## config.mk

```make
export PLATFORM = sky130hd
export DESIGN_NAME = watch_mode_and_set_controller
export DESIGN_NICKNAME = d
export VERILOG_FILES = /design/src/rtl/wmsc_pkg.sv /design/src/rtl/wmsc_step.sv /design/src/rtl/watch_mode_and_set_controller.sv
export SDC_FILE = /design/constraint.sdc
export NUM_CORES = 1
export LEC_CHECK = 0
export BUFFER_PORTS_ARGS = -buffer_cell sky130_fd_sc_hd__buf_2
export CORE_MARGIN = 5
export CORE_UTILIZATION = 60
export DETAILED_ROUTE_END_ITERATION = 8
export GPL_ROUTABILITY_DRIVEN = 0
export HOLD_SLACK_MARGIN = 0.02
export MAX_ROUTING_LAYER = met4
export PLACE_DENSITY = 0.81
export SYNTH_ARGS = -nofsm -noshare
export SYNTH_HDL_FRONTEND = slang
export SYNTH_HIERARCHICAL = 1
export SYNTH_SLANG_ARGS = --single-unit
```

## constraint.sdc

```tcl
create_clock -name clk -period 19 [get_ports clk]
set_clock_uncertainty 0.15 [all_clocks]
set_input_delay 3.8 -clock clk [delete_from_list [all_inputs] [get_ports clk]]
set_output_delay 3.8 -clock clk [all_outputs]
set_load 0.01 [all_outputs]
```

## src/rtl/wmsc_pkg.sv

```systemverilog
// Shared types, codes and digit helpers for the watch mode and set controller.
package wmsc_pkg;

  // Display modes
  typedef enum logic [3:0] {
    MODE_SHOW_TIME   = 4'd0,
    MODE_SHOW_DATE   = 4'd1,
    MODE_SHOW_YEAR   = 4'd2,
    MODE_SHOW_BAT    = 4'd3,
    MODE_SHOW_BRIGHT = 4'd4,
    MODE_EDIT_HOURS  = 4'd5,
    MODE_EDIT_MINS   = 4'd6,
    MODE_EDIT_DAY    = 4'd7,
    MODE_EDIT_MONTH  = 4'd8,
    MODE_EDIT_YEAR   = 4'd9,
    MODE_EDIT_BRIGHT = 4'd10
  } mode_t;

  // Button events
  localparam logic [2:0] OP_NONE      = 3'd0;
  localparam logic [2:0] OP_UP        = 3'd1;
  localparam logic [2:0] OP_DOWN      = 3'd2;
  localparam logic [2:0] OP_BOTH_DOWN = 3'd3;
  localparam logic [2:0] OP_BOTH_UP   = 3'd4;

  // Digit and decimal point codes
  localparam logic [3:0] BLANK = 4'd10;
  localparam logic [3:0] PT1   = 4'b0001;
  localparam logic [3:0] PT2   = 4'b0010;
  localparam logic [3:0] PT3   = 4'b0100;
  localparam logic [3:0] PT4   = 4'b1000;

  // Reset values and limits
  localparam logic [4:0] HOURS_MAX   = 5'd23;
  localparam logic [5:0] MINUTES_MAX = 6'd59;
  localparam logic [4:0] DAY_MAX     = 5'd31;
  localparam logic [3:0] MONTH_MAX   = 4'd12;
  localparam logic [6:0] YEAR_MAX    = 7'd99;
  localparam logic [6:0] BRIGHT_MAX  = 7'd99;
  localparam logic [6:0] BRIGHT_MIN  = 7'd1;
  localparam logic [6:0] BRIGHT_INIT = 7'd50;

  typedef struct packed {
    mode_t      mode;
    logic [4:0] hours;
    logic [5:0] minutes;
    logic [4:0] day;
    logic [3:0] month;
    logic [6:0] year;
    logic [6:0] brightness;
  } wmsc_state_t;

  typedef struct packed {
    logic       blink_phase;
    logic [2:0] opcode;
    logic [5:0] rtc_hour_bcd;
    logic [6:0] rtc_minute_bcd;
    logic [5:0] rtc_day_bcd;
    logic [4:0] rtc_month_bcd;
    logic [7:0] rtc_year_bcd;
    logic [6:0] battery_percent;
  } wmsc_item_t;

  typedef struct packed {
    logic [15:0] display_digits;
    logic [3:0]  decimal_points;
    logic        write_time;
    logic        write_date;
    logic [4:0]  set_hours;
    logic [5:0]  set_minutes;
    logic [4:0]  set_day;
    logic [3:0]  set_month;
    logic [6:0]  set_year;
    logic [6:0]  brightness_level;
  } wmsc_result_t;

  // Split a 7-bit value into (value/10)%10 and value%10 via reciprocal multiply
  function automatic logic [7:0] dec2(logic [6:0] v);
    logic [14:0] prod;
    logic [3:0]  q;
    logic [3:0]  tens;
    logic [6:0]  rem;
    prod = 15'(v) * 15'd205;
    q    = prod[14:11];
    tens = (q >= 4'd10) ? q - 4'd10 : q;
    rem  = v - 7'(q) * 7'd10;
    return {tens, rem[3:0]};
  endfunction

  // Two BCD digits to binary, unclamped
  function automatic logic [7:0] bcd_val(logic [3:0] tens, logic [3:0] units);
    return 8'(tens) * 8'd10 + 8'(units);
  endfunction

  // Wrapping increment or decrement between lo and hi
  function automatic logic [6:0] wrap_step(logic [6:0] v, logic [2:0] op,
                                           logic [6:0] lo, logic [6:0] hi);
    logic [6:0] r;
    r = v;
    if (op == OP_UP) begin
      r = (v >= hi) ? lo : v + 7'd1;
    end else if (op == OP_DOWN) begin
      r = (v <= lo) ? hi : v - 7'd1;
    end
    return r;
  endfunction

endpackage

```

## src/rtl/wmsc_step.sv

```systemverilog
// Combinational step: renders one display word and computes the next mode and edit values.
module wmsc_step (
  input  wmsc_pkg::wmsc_state_t  st,
  input  wmsc_pkg::wmsc_item_t   item,
  output wmsc_pkg::wmsc_state_t  st_next,
  output wmsc_pkg::wmsc_result_t res
);

  logic [7:0] hv, mv, dv, mov, yv;
  logic [4:0] ld_hours;
  logic [5:0] ld_minutes;
  logic [4:0] ld_day;
  logic [3:0] ld_month;
  logic [6:0] ld_year;
  logic [2:0] op;

  assign op = item.opcode;

  // Convert and clamp the RTC fields for loading into the edit registers
  always_comb begin
    hv  = wmsc_pkg::bcd_val({2'b00, item.rtc_hour_bcd[5:4]}, item.rtc_hour_bcd[3:0]);
    mv  = wmsc_pkg::bcd_val({1'b0, item.rtc_minute_bcd[6:4]}, item.rtc_minute_bcd[3:0]);
    dv  = wmsc_pkg::bcd_val({2'b00, item.rtc_day_bcd[5:4]}, item.rtc_day_bcd[3:0]);
    mov = wmsc_pkg::bcd_val({3'b000, item.rtc_month_bcd[4]}, item.rtc_month_bcd[3:0]);
    yv  = wmsc_pkg::bcd_val(item.rtc_year_bcd[7:4], item.rtc_year_bcd[3:0]);
    ld_hours   = (hv > 8'(wmsc_pkg::HOURS_MAX)) ? wmsc_pkg::HOURS_MAX : hv[4:0];
    ld_minutes = (mv > 8'(wmsc_pkg::MINUTES_MAX)) ? wmsc_pkg::MINUTES_MAX : mv[5:0];
    if (dv == 8'd0) begin
      ld_day = 5'd1;
    end else if (dv > 8'(wmsc_pkg::DAY_MAX)) begin
      ld_day = wmsc_pkg::DAY_MAX;
    end else begin
      ld_day = dv[4:0];
    end
    if (mov == 8'd0) begin
      ld_month = 4'd1;
    end else if (mov > 8'(wmsc_pkg::MONTH_MAX)) begin
      ld_month = wmsc_pkg::MONTH_MAX;
    end else begin
      ld_month = mov[3:0];
    end
    ld_year = (yv > 8'(wmsc_pkg::YEAR_MAX)) ? wmsc_pkg::YEAR_MAX : yv[6:0];
  end

  // Render with the current mode, then act on the button word
  always_comb begin
    st_next = st;
    res.display_digits = '0;
    res.decimal_points = '0;
    res.write_time     = 1'b0;
    res.write_date     = 1'b0;
    unique case (st.mode)
      wmsc_pkg::MODE_SHOW_DATE: begin
        res.display_digits = {2'b00, item.rtc_day_bcd[5:4], item.rtc_day_bcd[3:0],
                              3'b000, item.rtc_month_bcd[4], item.rtc_month_bcd[3:0]};
        res.decimal_points = wmsc_pkg::PT2;
        unique case (op)
          wmsc_pkg::OP_UP:   st_next.mode = wmsc_pkg::MODE_SHOW_YEAR;
          wmsc_pkg::OP_DOWN: st_next.mode = wmsc_pkg::MODE_SHOW_TIME;
          wmsc_pkg::OP_BOTH_DOWN: begin
            st_next.mode  = wmsc_pkg::MODE_EDIT_DAY;
            st_next.day   = ld_day;
            st_next.month = ld_month;
            st_next.year  = ld_year;
          end
          wmsc_pkg::OP_BOTH_UP: begin
            st_next.mode  = wmsc_pkg::MODE_EDIT_MONTH;
            st_next.day   = ld_day;
            st_next.month = ld_month;
            st_next.year  = ld_year;
          end
          default: ;
        endcase
      end
      wmsc_pkg::MODE_SHOW_YEAR: begin
        res.display_digits = {4'd2, 4'd0, item.rtc_year_bcd[7:4], item.rtc_year_bcd[3:0]};
        if (op == wmsc_pkg::OP_DOWN) begin
          st_next.mode = wmsc_pkg::MODE_SHOW_DATE;
        end else if (op == wmsc_pkg::OP_BOTH_DOWN || op == wmsc_pkg::OP_BOTH_UP) begin
          st_next.mode  = wmsc_pkg::MODE_EDIT_YEAR;
          st_next.day   = ld_day;
          st_next.month = ld_month;
          st_next.year  = ld_year;
        end
      end
      wmsc_pkg::MODE_SHOW_BAT: begin
        res.display_digits = {wmsc_pkg::BLANK, wmsc_pkg::dec2(item.battery_percent),
                              wmsc_pkg::BLANK};
        if (op == wmsc_pkg::OP_UP) begin
          st_next.mode = wmsc_pkg::MODE_SHOW_TIME;
        end else if (op == wmsc_pkg::OP_DOWN) begin
          st_next.mode = wmsc_pkg::MODE_SHOW_BRIGHT;
        end
      end
      wmsc_pkg::MODE_SHOW_BRIGHT: begin
        res.display_digits = {wmsc_pkg::BLANK, wmsc_pkg::BLANK,
                              wmsc_pkg::dec2(st.brightness)};
        if (op == wmsc_pkg::OP_UP) begin
          st_next.mode = wmsc_pkg::MODE_SHOW_BAT;
        end else if (op == wmsc_pkg::OP_BOTH_DOWN) begin
          st_next.mode = wmsc_pkg::MODE_EDIT_BRIGHT;
        end
      end
      wmsc_pkg::MODE_EDIT_HOURS: begin
        st_next.hours = 5'(wmsc_pkg::wrap_step(7'(st.hours), op, 7'd0,
                                               7'(wmsc_pkg::HOURS_MAX)));
        if (op == wmsc_pkg::OP_BOTH_DOWN) begin
          st_next.mode = wmsc_pkg::MODE_EDIT_MINS;
        end else if (op == wmsc_pkg::OP_BOTH_UP) begin
          st_next.mode   = wmsc_pkg::MODE_SHOW_TIME;
          res.write_time = 1'b1;
        end
        res.display_digits = {wmsc_pkg::dec2(7'(st_next.hours)),
                              wmsc_pkg::dec2(7'(st_next.minutes))};
        res.decimal_points = wmsc_pkg::PT1 | wmsc_pkg::PT2;
      end
      wmsc_pkg::MODE_EDIT_MINS: begin
        st_next.minutes = 6'(wmsc_pkg::wrap_step(7'(st.minutes), op, 7'd0,
                                                 7'(wmsc_pkg::MINUTES_MAX)));
        if (op == wmsc_pkg::OP_BOTH_DOWN) begin
          st_next.mode   = wmsc_pkg::MODE_SHOW_TIME;
          res.write_time = 1'b1;
        end else if (op == wmsc_pkg::OP_BOTH_UP) begin
          st_next.mode = wmsc_pkg::MODE_EDIT_HOURS;
        end
        res.display_digits = {wmsc_pkg::dec2(7'(st_next.hours)),
                              wmsc_pkg::dec2(7'(st_next.minutes))};
        res.decimal_points = wmsc_pkg::PT3 | wmsc_pkg::PT4;
      end
      wmsc_pkg::MODE_EDIT_DAY: begin
        st_next.day = 5'(wmsc_pkg::wrap_step(7'(st.day), op, 7'd1,
                                             7'(wmsc_pkg::DAY_MAX)));
        if (op == wmsc_pkg::OP_BOTH_DOWN) begin
          st_next.mode = wmsc_pkg::MODE_EDIT_MONTH;
        end else if (op == wmsc_pkg::OP_BOTH_UP) begin
          st_next.mode   = wmsc_pkg::MODE_SHOW_DATE;
          res.write_date = 1'b1;
        end
        res.display_digits = {wmsc_pkg::dec2(7'(st_next.day)),
                              wmsc_pkg::dec2(7'(st_next.month))};
        res.decimal_points = wmsc_pkg::PT1 | wmsc_pkg::PT2;
      end
      wmsc_pkg::MODE_EDIT_MONTH: begin
        st_next.month = 4'(wmsc_pkg::wrap_step(7'(st.month), op, 7'd1,
                                               7'(wmsc_pkg::MONTH_MAX)));
        if (op == wmsc_pkg::OP_BOTH_DOWN) begin
          st_next.mode   = wmsc_pkg::MODE_SHOW_DATE;
          res.write_date = 1'b1;
        end else if (op == wmsc_pkg::OP_BOTH_UP) begin
          st_next.mode = wmsc_pkg::MODE_EDIT_DAY;
        end
        res.display_digits = {wmsc_pkg::dec2(7'(st_next.day)),
                              wmsc_pkg::dec2(7'(st_next.month))};
        res.decimal_points = wmsc_pkg::PT3 | wmsc_pkg::PT4;
      end
      wmsc_pkg::MODE_EDIT_YEAR: begin
        st_next.year = wmsc_pkg::wrap_step(st.year, op, 7'd0, wmsc_pkg::YEAR_MAX);
        if (op == wmsc_pkg::OP_BOTH_DOWN || op == wmsc_pkg::OP_BOTH_UP) begin
          st_next.mode   = wmsc_pkg::MODE_SHOW_YEAR;
          res.write_date = 1'b1;
        end
        res.display_digits = {4'd2, 4'd0, wmsc_pkg::dec2(st_next.year)};
        res.decimal_points = wmsc_pkg::PT3 | wmsc_pkg::PT4;
      end
      wmsc_pkg::MODE_EDIT_BRIGHT: begin
        // Saturate instead of wrapping
        if (op == wmsc_pkg::OP_UP) begin
          if (st.brightness < wmsc_pkg::BRIGHT_MAX) begin
            st_next.brightness = st.brightness + 7'd1;
          end
        end else if (op == wmsc_pkg::OP_DOWN) begin
          if (st.brightness > wmsc_pkg::BRIGHT_MIN) begin
            st_next.brightness = st.brightness - 7'd1;
          end
        end else if (op == wmsc_pkg::OP_BOTH_DOWN || op == wmsc_pkg::OP_BOTH_UP) begin
          st_next.mode = wmsc_pkg::MODE_SHOW_BRIGHT;
        end
        res.display_digits = {wmsc_pkg::BLANK, wmsc_pkg::BLANK,
                              wmsc_pkg::dec2(st_next.brightness)};
        res.decimal_points = wmsc_pkg::PT3 | wmsc_pkg::PT4;
      end
      default: begin
        // Show time; unused mode codes fall back here as well
        res.display_digits = {2'b00, item.rtc_hour_bcd[5:4], item.rtc_hour_bcd[3:0],
                              1'b0, item.rtc_minute_bcd[6:4], item.rtc_minute_bcd[3:0]};
        res.decimal_points = item.blink_phase ? wmsc_pkg::PT2 : 4'b0000;
        unique case (op)
          wmsc_pkg::OP_UP:   st_next.mode = wmsc_pkg::MODE_SHOW_DATE;
          wmsc_pkg::OP_DOWN: st_next.mode = wmsc_pkg::MODE_SHOW_BAT;
          wmsc_pkg::OP_BOTH_DOWN: begin
            st_next.mode    = wmsc_pkg::MODE_EDIT_HOURS;
            st_next.hours   = ld_hours;
            st_next.minutes = ld_minutes;
          end
          wmsc_pkg::OP_BOTH_UP: begin
            st_next.mode    = wmsc_pkg::MODE_EDIT_MINS;
            st_next.hours   = ld_hours;
            st_next.minutes = ld_minutes;
          end
          default: st_next.mode = wmsc_pkg::MODE_SHOW_TIME;
        endcase
      end
    endcase
    res.set_hours        = st_next.hours;
    res.set_minutes      = st_next.minutes;
    res.set_day          = st_next.day;
    res.set_month        = st_next.month;
    res.set_year         = st_next.year;
    res.brightness_level = st_next.brightness;
  end

endmodule

```

## src/rtl/watch_mode_and_set_controller.sv

```systemverilog
// Top level of the watch mode and set controller: input register, step logic, result register.
// A word accepted into the input register passes through the step logic into the result register.
// Throughput: one word per cycle while the output is not stalled; the mode and edit registers
// update in the same cycle the step logic consumes a word, so the next word sees them at once.
// Output stall propagates to in_stall only when both the input and result registers hold words.
// Reset (synchronous, active high): mode shows time, hours/minutes/year 0, day/month 1,
// brightness 50, both register stages empty.
module watch_mode_and_set_controller (
  input  logic        clk,
  input  logic        rst,
  input  logic        in_valid,
  output logic        in_stall,
  input  logic        blink_phase,
  input  logic [2:0]  opcode,
  input  logic [5:0]  rtc_hour_bcd,
  input  logic [6:0]  rtc_minute_bcd,
  input  logic [5:0]  rtc_day_bcd,
  input  logic [4:0]  rtc_month_bcd,
  input  logic [7:0]  rtc_year_bcd,
  input  logic [6:0]  battery_percent,
  output logic        out_valid,
  input  logic        out_stall,
  output logic [15:0] display_digits,
  output logic [3:0]  decimal_points,
  output logic        write_time,
  output logic        write_date,
  output logic [4:0]  set_hours,
  output logic [5:0]  set_minutes,
  output logic [4:0]  set_day,
  output logic [3:0]  set_month,
  output logic [6:0]  set_year,
  output logic [6:0]  brightness_level
);

  logic                   item_valid;
  wmsc_pkg::wmsc_item_t   item;
  wmsc_pkg::wmsc_state_t  st;
  wmsc_pkg::wmsc_state_t  st_next;
  wmsc_pkg::wmsc_result_t res_next;
  wmsc_pkg::wmsc_result_t res;
  logic                   out_ready;
  logic                   step_fire;

  // Handshake: the result register frees up when empty or being taken
  assign out_ready = !out_valid || !out_stall;
  assign step_fire = item_valid && out_ready;
  assign in_stall  = item_valid && !out_ready;

  // Capture the incoming word
  always_ff @(posedge clk) begin
    if (rst) begin
      item_valid <= 1'b0;
    end else if (!in_stall) begin
      item_valid <= in_valid;
    end
  end

  always_ff @(posedge clk) begin
    if (in_valid && !in_stall) begin
      item.blink_phase     <= blink_phase;
      item.opcode          <= opcode;
      item.rtc_hour_bcd    <= rtc_hour_bcd;
      item.rtc_minute_bcd  <= rtc_minute_bcd;
      item.rtc_day_bcd     <= rtc_day_bcd;
      item.rtc_month_bcd   <= rtc_month_bcd;
      item.rtc_year_bcd    <= rtc_year_bcd;
      item.battery_percent <= battery_percent;
    end
  end

  wmsc_step u_step (
    .st      (st),
    .item    (item),
    .st_next (st_next),
    .res     (res_next)
  );

  // Advance mode and edit values once per consumed word
  always_ff @(posedge clk) begin
    if (rst) begin
      st.mode       <= wmsc_pkg::MODE_SHOW_TIME;
      st.hours      <= 5'd0;
      st.minutes    <= 6'd0;
      st.day        <= 5'd1;
      st.month      <= 4'd1;
      st.year       <= 7'd0;
      st.brightness <= wmsc_pkg::BRIGHT_INIT;
    end else if (step_fire) begin
      st <= st_next;
    end
  end

  // Hold the result until taken
  always_ff @(posedge clk) begin
    if (rst) begin
      out_valid <= 1'b0;
    end else if (out_ready) begin
      out_valid <= item_valid;
    end
  end

  always_ff @(posedge clk) begin
    if (step_fire) begin
      res <= res_next;
    end
  end

  assign display_digits   = res.display_digits;
  assign decimal_points   = res.decimal_points;
  assign write_time       = res.write_time;
  assign write_date       = res.write_date;
  assign set_hours        = res.set_hours;
  assign set_minutes      = res.set_minutes;
  assign set_day          = res.set_day;
  assign set_month        = res.set_month;
  assign set_year         = res.set_year;
  assign brightness_level = res.brightness_level;

  // Time and date writes never pulse together
  assert property (@(posedge clk) disable iff (rst)
    out_valid |-> !(write_time && write_date))
    else $error("time and date write pulsed together");

  // Brightness stays inside its saturation range
  assert property (@(posedge clk) disable iff (rst)
    (st.brightness >= wmsc_pkg::BRIGHT_MIN) && (st.brightness <= wmsc_pkg::BRIGHT_MAX))
    else $error("brightness out of range");

  // Mode only moves when a word is consumed
  assert property (@(posedge clk) disable iff (rst)
    !step_fire |=> $stable(st.mode))
    else $error("mode changed without a word");

  // A time write leaves the block showing time
  assert property (@(posedge clk) disable iff (rst)
    (step_fire && res_next.write_time) |=> (st.mode == wmsc_pkg::MODE_SHOW_TIME))
    else $error("time write did not return to time display");

endmodule

```

# --- After elaboration in Yosys (flattened, before gate mapping) ---
# Index checks and enable logic that the tools add are counted.
word_totals:
  word_cells: 253
  input_bits: 47
  out_inout_bits: 58
  ff_bits: 139
classes:
  muxes: 87
  n_reduce_logical: 18
  n_lt_le_gt_ge: 27
  mul: 29
  addsub: 39
  eq_ne: 26
ops:
  columns: ["cell", "n"]
  rows:
  - ["one-hot mux 16 bit (10 select lines)", 1]
  - ["two-way mux 4 bit", 35]
  - ["two-way mux 7 bit", 12]
  - ["two-way mux 5 bit", 13]
  - ["multiplier 7 x 8 -> 15 bit (second input constant)", 4]
  - ["multiplier 5 x 8 -> 13 bit (second input constant)", 4]
  - ["two-way mux 16 bit", 3]
  - ["subtractor 4 bit", 12]
  - ["one-hot mux 4 bit (10 select lines)", 1]
  - ["two-way mux 6 bit", 6]
  - ["one-hot mux 4 bit (4 select lines)", 2]
  - ["multiplier 6 x 8 -> 14 bit (second input constant)", 2]
  - ["multiplier 4 x 8 -> 12 bit (second input constant)", 2]
  - ["!= test 3 x 1 -> 1 bit (second input constant)", 7]
  - ["one-hot mux 7 bit (3 select lines)", 1]
  - [">= comparator 4 bit (second input constant)", 5]
  - ["OR reduction 9 bit", 2]
  - ["equality test 4 x 3 -> 1 bit (second input constant)", 4]
  - [">= comparator 2 x 4 -> 1 bit (second input constant)", 4]
  - ["> comparator 8 x 5 -> 1 bit (second input constant)", 2]
  - ["zero test 8 bit", 2]
  - ["multiplier 4 x 3 -> 3 bit (second input constant)", 4]
  - ["subtractor 2 x 4 -> 4 bit (second input constant)", 4]
  - ["subtractor 4 bit (second input constant)", 4]
  - ["other kinds (59)", 90]

# --- Depth between registers and ports, before layout ---
# Gate-level depths: netlist of run 1.
depth:
  ltp_word: 9
  depth_mapped: 31

# --- Modules after synthesis ---
# The synthesis of run 1 kept the hierarchy.
modules_own_cells:
  columns: ["module", "instances", "seq_area_each_um2", "area_each_um2", "cells_each"]
  rows:
  - ["wmsc_step", 1, 0.0, 13322.8, 1695]
  - ["watch_mode_and_set_controller", 1, 3773.6, 4719.5, 273]

# --- Worst setup path after synthesis of run 1 ---
# No wires, ideal clock.
synth_timing:
  path_type: "input port to output port"
  start: "in out_stall"
  end: "out in_stall"
  slack_ns: 11.058
  arrival_ns: 3.992
  path_stages: 2
  t_required_ns: 15.050
  n_path_buf: 0
  cell_sequence: "nand3_1 > inv_1"
synth_between:
  elab_chain_cells: 4
synth_lines:
  columns: ["element", "line_no", "rtl"]
  rows:
  - ["start, declared", "watch_mode_and_set_controller.sv:22", "input logic out_stall,"]
  - ["zero test 1 bit", "watch_mode_and_set_controller.sv:45", "assign out_ready = !out_valid || !out_stall;"]
  - ["logical OR 1 bit", "watch_mode_and_set_controller.sv:45", null]
  - ["zero test 1 bit", "watch_mode_and_set_controller.sv:47", "assign in_stall = item_valid && !out_ready;"]
  - ["logical AND 1 bit", "watch_mode_and_set_controller.sv:47", null]
  - ["end, declared", "watch_mode_and_set_controller.sv:12", "output logic in_stall,"]
# No other way between the ends.

# --- Worst setup path in the final report of run 1 ---
# Ends and elaborated chain as after synthesis.

==> flow_metrics.env, run 1 <==
export IMPL_setup_viol_count_final=0
export IMPL_ys_ff_latch=139
export IMPL_slew_limit_headroom=0.245
export IMPL_grt_setup_unrepaired="false"
export IMPL_peakVddDrop_uv=45.1
export IMPL_fin_tns_setup_ps=0
export IMPL_fmaxAchievable_ghz=0.121
export IMPL_crit_path_max_fanout=3
export IMPL_postCtsSetupBuffers=0
export IMPL_synth_cell_types=92
export IMPL_dp_hpwl_um=37600
export IMPL_ff2ff_path_depth=26
export IMPL_hold_start="item_valid$_SDFFE_PP0N_"
export IMPL_drt_first_iter_violations=1728
export IMPL_maxSlewViolCount=0
export IMPL_start_util=0.609
export IMPL_synth_area_per_cell_sq_um=9.17
export IMPL_tightest_slew_ps=1130
export IMPL_worstPathArrival_ps=4320
export IMPL_path_cells="buf_2 > nand3_1 > inv_1 > buf_2"
export IMPL_syn_inst=1968
export IMPL_grt_pass1_vias=15173
export IMPL_area_growth_pct=6.53
export IMPL_ios=105
export IMPL_power_density_nw_per_um2=58.1
export IMPL_cts_inserted_buffers=17
export IMPL_cts_hold_buf=0
export IMPL_finalHoldViolCount=0
export IMPL_htree_levels=4
export IMPL_slowest_delay_ps=160
export IMPL_placedCellCount=2378
export IMPL_syn_area_sq_um=18000
export IMPL_n_fill_cell=2371
export IMPL_cts_resized=0
export IMPL_fp_dieH_um=183
export IMPL_ys_warn_count=6
export IMPL_drv_cap=0
export IMPL_clock_sinks=139
export IMPL_reg2reg_setup_slack_ps=10940
export IMPL_async_flop_share=0
export IMPL_clock_latency_ps=440
export IMPL_finalCritPeriodShare=0.435
export IMPL_synth_top_cell_area_share=0.270
export IMPL_synth_most_common_cell="ha_1"
export IMPL_die_w_um=183
export IMPL_grt_overflow_total=0
export IMPL_fp_row_count=63
export IMPL_viasPerCell=6.32
export IMPL_place_ws_ps=10730
export IMPL_end_kind="output pin"
export IMPL_holdPathEnd="out_valid$_SDFFE_PP0P_"
export IMPL_synth_edf_count=99
export IMPL_num_vias=15247
export IMPL_r2r_end="display_digits[3]$_DFFE_PP_"
export IMPL_drive_gt1_frac=0.0926
export IMPL_die_area_sq_um=33600
export IMPL_register_area_sq_um=3770
export IMPL_min_path_cells=2
export IMPL_fin_crit_ps=8270
export IMPL_slowest_stage="buf_2"
export IMPL_antenna_found_initial=2
export IMPL_synth_net_count=2472
export IMPL_synth_top_cell_by_area="ha_1"
export IMPL_ys_seq_area_frac=0.209
export IMPL_crit_type="primary input to output pin"
export IMPL_finalNonFillerCells=2412
export IMPL_grt_pass1_wl_um=78000
export IMPL_grt_total_usage=0.296
export IMPL_placed_cell_area_sq_um=18600
export IMPL_clkSlewWorstSetupHoldPaths_ps=60
export IMPL_cts_tree="done"
export IMPL_outcome="finished, final reports clean"
export IMPL_r2r_start="item[39]$_DFFE_PP_"
export IMPL_synth_ff_type="edfxtp_1"
export IMPL_p_leak_nw=9.36
export IMPL_dr_pass1_iters=9
export IMPL_totalWireLength_um=49100
export IMPL_drc=0
export IMPL_synth_area_top_cells="ha_1 (27%), edfxtp_1 (16%), fa_1 (7.4%)"
export IMPL_fin_ws_ps=10730
export IMPL_nNetsFinal=2511
export IMPL_worstPathRequired_ps=15050
export IMPL_yosys_top_cells_count="ha_1 (390), inv_1 (243), nand2_1 (122)"
export IMPL_holdCritPathClass="flop to flop"
export IMPL_grt_max_degree=79
export IMPL_clk_path_buf_depth=2
export IMPL_multi_input_area_sq_um=12800
export IMPL_start_kind="primary input"
export IMPL_coreArea_sq_um=29600
export IMPL_fin_area_sq_um=19200
export IMPL_cp_startpoint="out_stall"
export IMPL_detail_route_antenna_nets=0
export IMPL_wl_per_cell_um=20.3
export IMPL_port_buffers=104
export IMPL_cts_root_buf="clkbuf_16"
export IMPL_worst_path_most_repeated_cell="buf_2"
worst max path at each step:
stage | end | slack, ps
finish | in_stall | 10730
global route | display_digits[3]$_DFFE_PP_ | 10590
CTS | in_stall | 10730
detailed placement | in_stall | 10730
global placement | in_stall | 10760
floorplan | in_stall | 11060
layout make-up:
cell class | instances | area share
Tap cell | 390 | 0.0254
Clock inverter | 13 | 0.00872
Clock buffer | 19 | 0.0225
Multi-Input combinational cell | 1488 | 0.667
Sequential cell | 139 | 0.196
Timing Repair Buffer | 115 | 0.0314
Inverter | 246 | 0.0480
Antenna cell | 2 | 0.000260
metrics by stage:
stage	utilization	total power [mW]	hold slack (ps)
after floorplan	-	0.650	297
after global routing	0.648	1.18	413
after detailed placement	0.628	0.756	349
after global placement	0.628	0.736	332
final	0.648	1.12	358
after CTS	0.648	1.11	362
cells by family after synthesis:
logic type      after synthesis  synth area share
compound gates              422             0.159
other cells                   1          0.000208
buf+inv                     341            0.0811
mux                          43            0.0239
fa+ha+maj                   458             0.345
xor+xnor                    102            0.0529
simple gates                462             0.129
flops                       139             0.209
cells in the final DEF (no fill, tap or decap), types with 13 or more instances in the layout:
master       n
buf_2      104
nand2b_1    76
edfxtp_1    99
a21oi_1     98
nor2b_1     19
a22oi_1     16
a211oi_1    20
o22ai_1     23
dfxtp_1     40
xor2_1      22
clkbuf_16   17
nor3_1      20
nand2_1    122
fa_1        67
xnor2_1     75
nor2_1     109
inv_1      243
a31oi_1     16
a21o_1      26
and3_1      13
mux2i_1     43
ha_1       390
nand3_1     33
o21ai_0     85
or2_2       17
o221ai_1    20
state kept, by name, indices dropped and copies added (netlist names):
| name | count |
|---|---|
| st | 38 |
| item | 43 |
| write_time | 1 |
| set_month | 4 |
| set_year | 7 |
| item_valid | 1 |
| display_digits | 16 |
| set_hours | 5 |
| out_valid | 1 |
| brightness_level | 7 |
| set_day | 5 |
| set_minutes | 6 |
| decimal_points | 4 |
| write_date | 1 |
report_power, final:
part           total (mW)  leakage [nW]  switching, mW  internal, mW
combinational       0.398          7.80          0.237         0.161
clock               0.353         0.288          0.145         0.208
sequential          0.366          1.27         0.0212         0.344
critical path: cells and delay by family:
family,cells,cell delay [ps]
AND/OR/NAND/NOR,1,100
buffers and inverters,3,420
routing by layer:
layer	up-vias	share of wire	global-route usage
li1	7015	-	-
met5	-	0	-
met1	7186	0.40	0.370
met3	220	0.084	0.0475
met2	826	0.46	0.472
met4	0	0.057	0.136
Power figures use the tool's default switching activity.
==> inputs of run 2 (changes only) <==
Settings changed: CORE_UTILIZATION 60 to 58.
Clock period 19 ns to 7.4 ns, I/O delays scaled along.
==> flow_metrics.env, run 2 (synthesis gave the netlist of run 1 again) <==
export IMPL_finalHoldViolCount=0
export IMPL_maxSlewViolCount=0
export IMPL_holdPathEnd="out_valid$_SDFFE_PP0P_"
export IMPL_fp_dieH_um=186
export IMPL_clock_latency_ps=450
export IMPL_fin_crit_ps=7000
export IMPL_n_fill_cell=2442
export IMPL_totalWireLength_um=48700
export IMPL_die_area_sq_um=34700
export IMPL_ff2ff_path_depth=25
export IMPL_reg2reg_setup_slack_ps=400
export IMPL_clock_sinks=139
export IMPL_detail_route_antenna_nets=0
export IMPL_outcome="complete, but fails checks"
export IMPL_holdCritPathClass="flop to flop"
export IMPL_combPwrFrac=0.370
export IMPL_grt_setup_unrepaired="false"
export IMPL_drc=26
export IMPL_coreArea_sq_um=30700
export IMPL_fp_row_count=64
export IMPL_largest_register_ffs=43
export IMPL_dp_hpwl_um=37900
export IMPL_grt_overflow_total=0
export IMPL_regMostFlops="item"
export IMPL_crit_path_max_fanout=8
export IMPL_p_total_mw=2.79
export IMPL_failed_checks="DRC"
export IMPL_drive_gt1_frac=0.106
export IMPL_antenna_found_initial=0
export IMPL_drv_cap=0
export IMPL_cts_hold_buf=0
export IMPL_htree_levels=4
export IMPL_grt_pass1_vias=15225
export IMPL_start_util=0.588
export IMPL_r2r_end="display_digits[3]$_DFFE_PP_"
export IMPL_peakVddDrop_uv=147
export IMPL_fmaxAchievable_ghz=0.143
export IMPL_grt_pass1_wl_um=77800
export IMPL_tightest_slew_ps=1210
export IMPL_hold_start="item_valid$_SDFFE_PP0N_"
export IMPL_fin_tns_setup_ps=0
export IMPL_cts_tree="done"
export IMPL_finalNonFillerCells=2439
export IMPL_nNetsFinal=2534
export IMPL_layout_commonest_cell="ha_1"
export IMPL_clk_path_buf_depth=2
export IMPL_slew_limit_headroom=0.190
export IMPL_area_growth_pct=7.48
export IMPL_num_vias=15193
export IMPL_min_path_cells=2
export IMPL_viasPerCell=6.23
export IMPL_r2r_start="st[3]$_SDFFE_PP0P_"
export IMPL_grt_max_degree=79
export IMPL_p_leak_nw=9.46
export IMPL_power_net_switching_mw=1.04
export IMPL_power_density_nw_per_um2=144
export IMPL_worstPathArrival_ps=7040
export IMPL_wl_per_cell_um=20.0
export IMPL_worstPathRequired_ps=7440
export IMPL_intPower_mw=1.74
export IMPL_final_cell_mix="ha_1 (390), inv_1 (243), nand2_1 (122), nor2_1 (109), buf_2 (104)"
export IMPL_port_buffers=104
export IMPL_drt_first_iter_violations=1803
export IMPL_finalCritPeriodShare=0.946
export IMPL_clkPwrFrac=0.296
export IMPL_dr_pass1_iters=9
export IMPL_diodes=0
export IMPL_placedCellCount=2406
export IMPL_setup_viol_count_final=0
export IMPL_cts_inserted_buffers=17
export IMPL_crit_type="flop to flop"
export IMPL_ios=105
export IMPL_clkSlewWorstSetupHoldPaths_ps=70
export IMPL_start_kind="flop"
export IMPL_cts_root_buf="clkbuf_16"
export IMPL_p_seq_frac=0.334
export IMPL_p_sw_frac=0.375
export IMPL_grt_total_usage=0.280
export IMPL_end_kind="flop"
export IMPL_die_w_um=186
[run 2: changes by cell type in the layout (fill, tap and decap cells not counted), moves of 2 or more]
cell	change
buf_4	+22
inv_6	+4
bufinv_16	-3
a21oi_1	-2
a21oi_2	+2
clkbuf_1	-2
clkinv_2	-2
dfxtp_1	-2
dfxtp_2	+2
diode_2	-2
inv_8	+2
[run 2: cell type report]
type | instances | area [sq um] | area share
multi-input combinational | 1488 | 12900 | 0.663
sequential | 139 | 3780 | 0.195
inverter | 246 | 923 | 0.0476
timing repair buffer | 138 | 788 | 0.0406
tap | 396 | 495 | 0.0256
clock buffer | 17 | 425 | 0.0219
clock inverter | 15 | 128 | 0.00658
[run 2: routing by layer]
| layer | GRT usage | part of all wire | up-vias |
|---|---|---|---|
| li1 | - | - | 7046 |
| met1 | 0.344 | 0.40 | 7110 |
| met2 | 0.443 | 0.46 | 814 |
| met3 | 0.0531 | 0.090 | 223 |
| met4 | 0.142 | 0.058 | 0 |
| met5 | - | 0 | - |
[run 2: stage by stage]
stage | hold WS, ps | instance area (sq um) | utilization | setup WS [ps]
floorplan | 297 | 18000 | - | 652
global placement | 322 | 18800 | 0.613 | 475
detailed placement | 339 | 18800 | 0.613 | 264
CTS | 358 | 19300 | 0.631 | 232
global route | 385 | 19400 | 0.632 | 17.2
finish | 358 | 19400 | 0.632 | 401
[run 2: how the worst max path moves through the flow]
| stage | startpoint | slack [ps] | to |
|---|---|---|---|
| 2_1_floorplan | item[41]$_DFFE_PP_ | 650 | display_digits[3]$_DFFE_PP_ |
| 3_3_place_gp | st[3]$_SDFFE_PP0P_ | 480 | display_digits[3]$_DFFE_PP_ |
| 3_5_place_dp | st[3]$_SDFFE_PP0P_ | 260 | display_digits[3]$_DFFE_PP_ |
| 4_1_cts | st[3]$_SDFFE_PP0P_ | 230 | display_digits[3]$_DFFE_PP_ |
| 5_1_grt | item[41]$_DFFE_PP_ | 20 | display_digits[3]$_DFFE_PP_ |
| 6_report | st[3]$_SDFFE_PP0P_ | 400 | display_digits[3]$_DFFE_PP_ |
[run 2: worst max-delay path, stage by stage, from the launching register on]
cell,delay (ps)
dfxtp_2,440
inv_1,160
ha_1,270
nor2b_1,140
a221o_1,390
and2_1,250
a32oi_1,360
xnor2_1,120
buf_4,180
ha_1,330
ha_1,180
or2_2,300
fa_1,460
ha_1,300
ha_1,300
and4_1,170
a21o_1,190
o21ai_0,200
o311ai_1,160
xnor2_1,230
fa_1,470
xnor2_1,190
xnor2_1,170
xnor2_1,100
a2111oi_1,410
a21oi_1,110
[run 2: what timing repair did]
item	in CTS	in global routing
endpoints found under the hold margin	0	0
setup endpoints to repair	0	4
gates resized for setup	0	8
setup buffers	0	1
[run 2: power by group through the flow]
stage	Sequential (mW)	Combinational [mW]	Clock (mW)
after floorplan	0.933	0.736	0
after CTS	0.928	1.01	0.839
final	0.929	1.03	0.826
after global routing	0.932	1.14	0.881
after global placement	0.943	0.956	0
after detailed placement	0.944	0.999	0
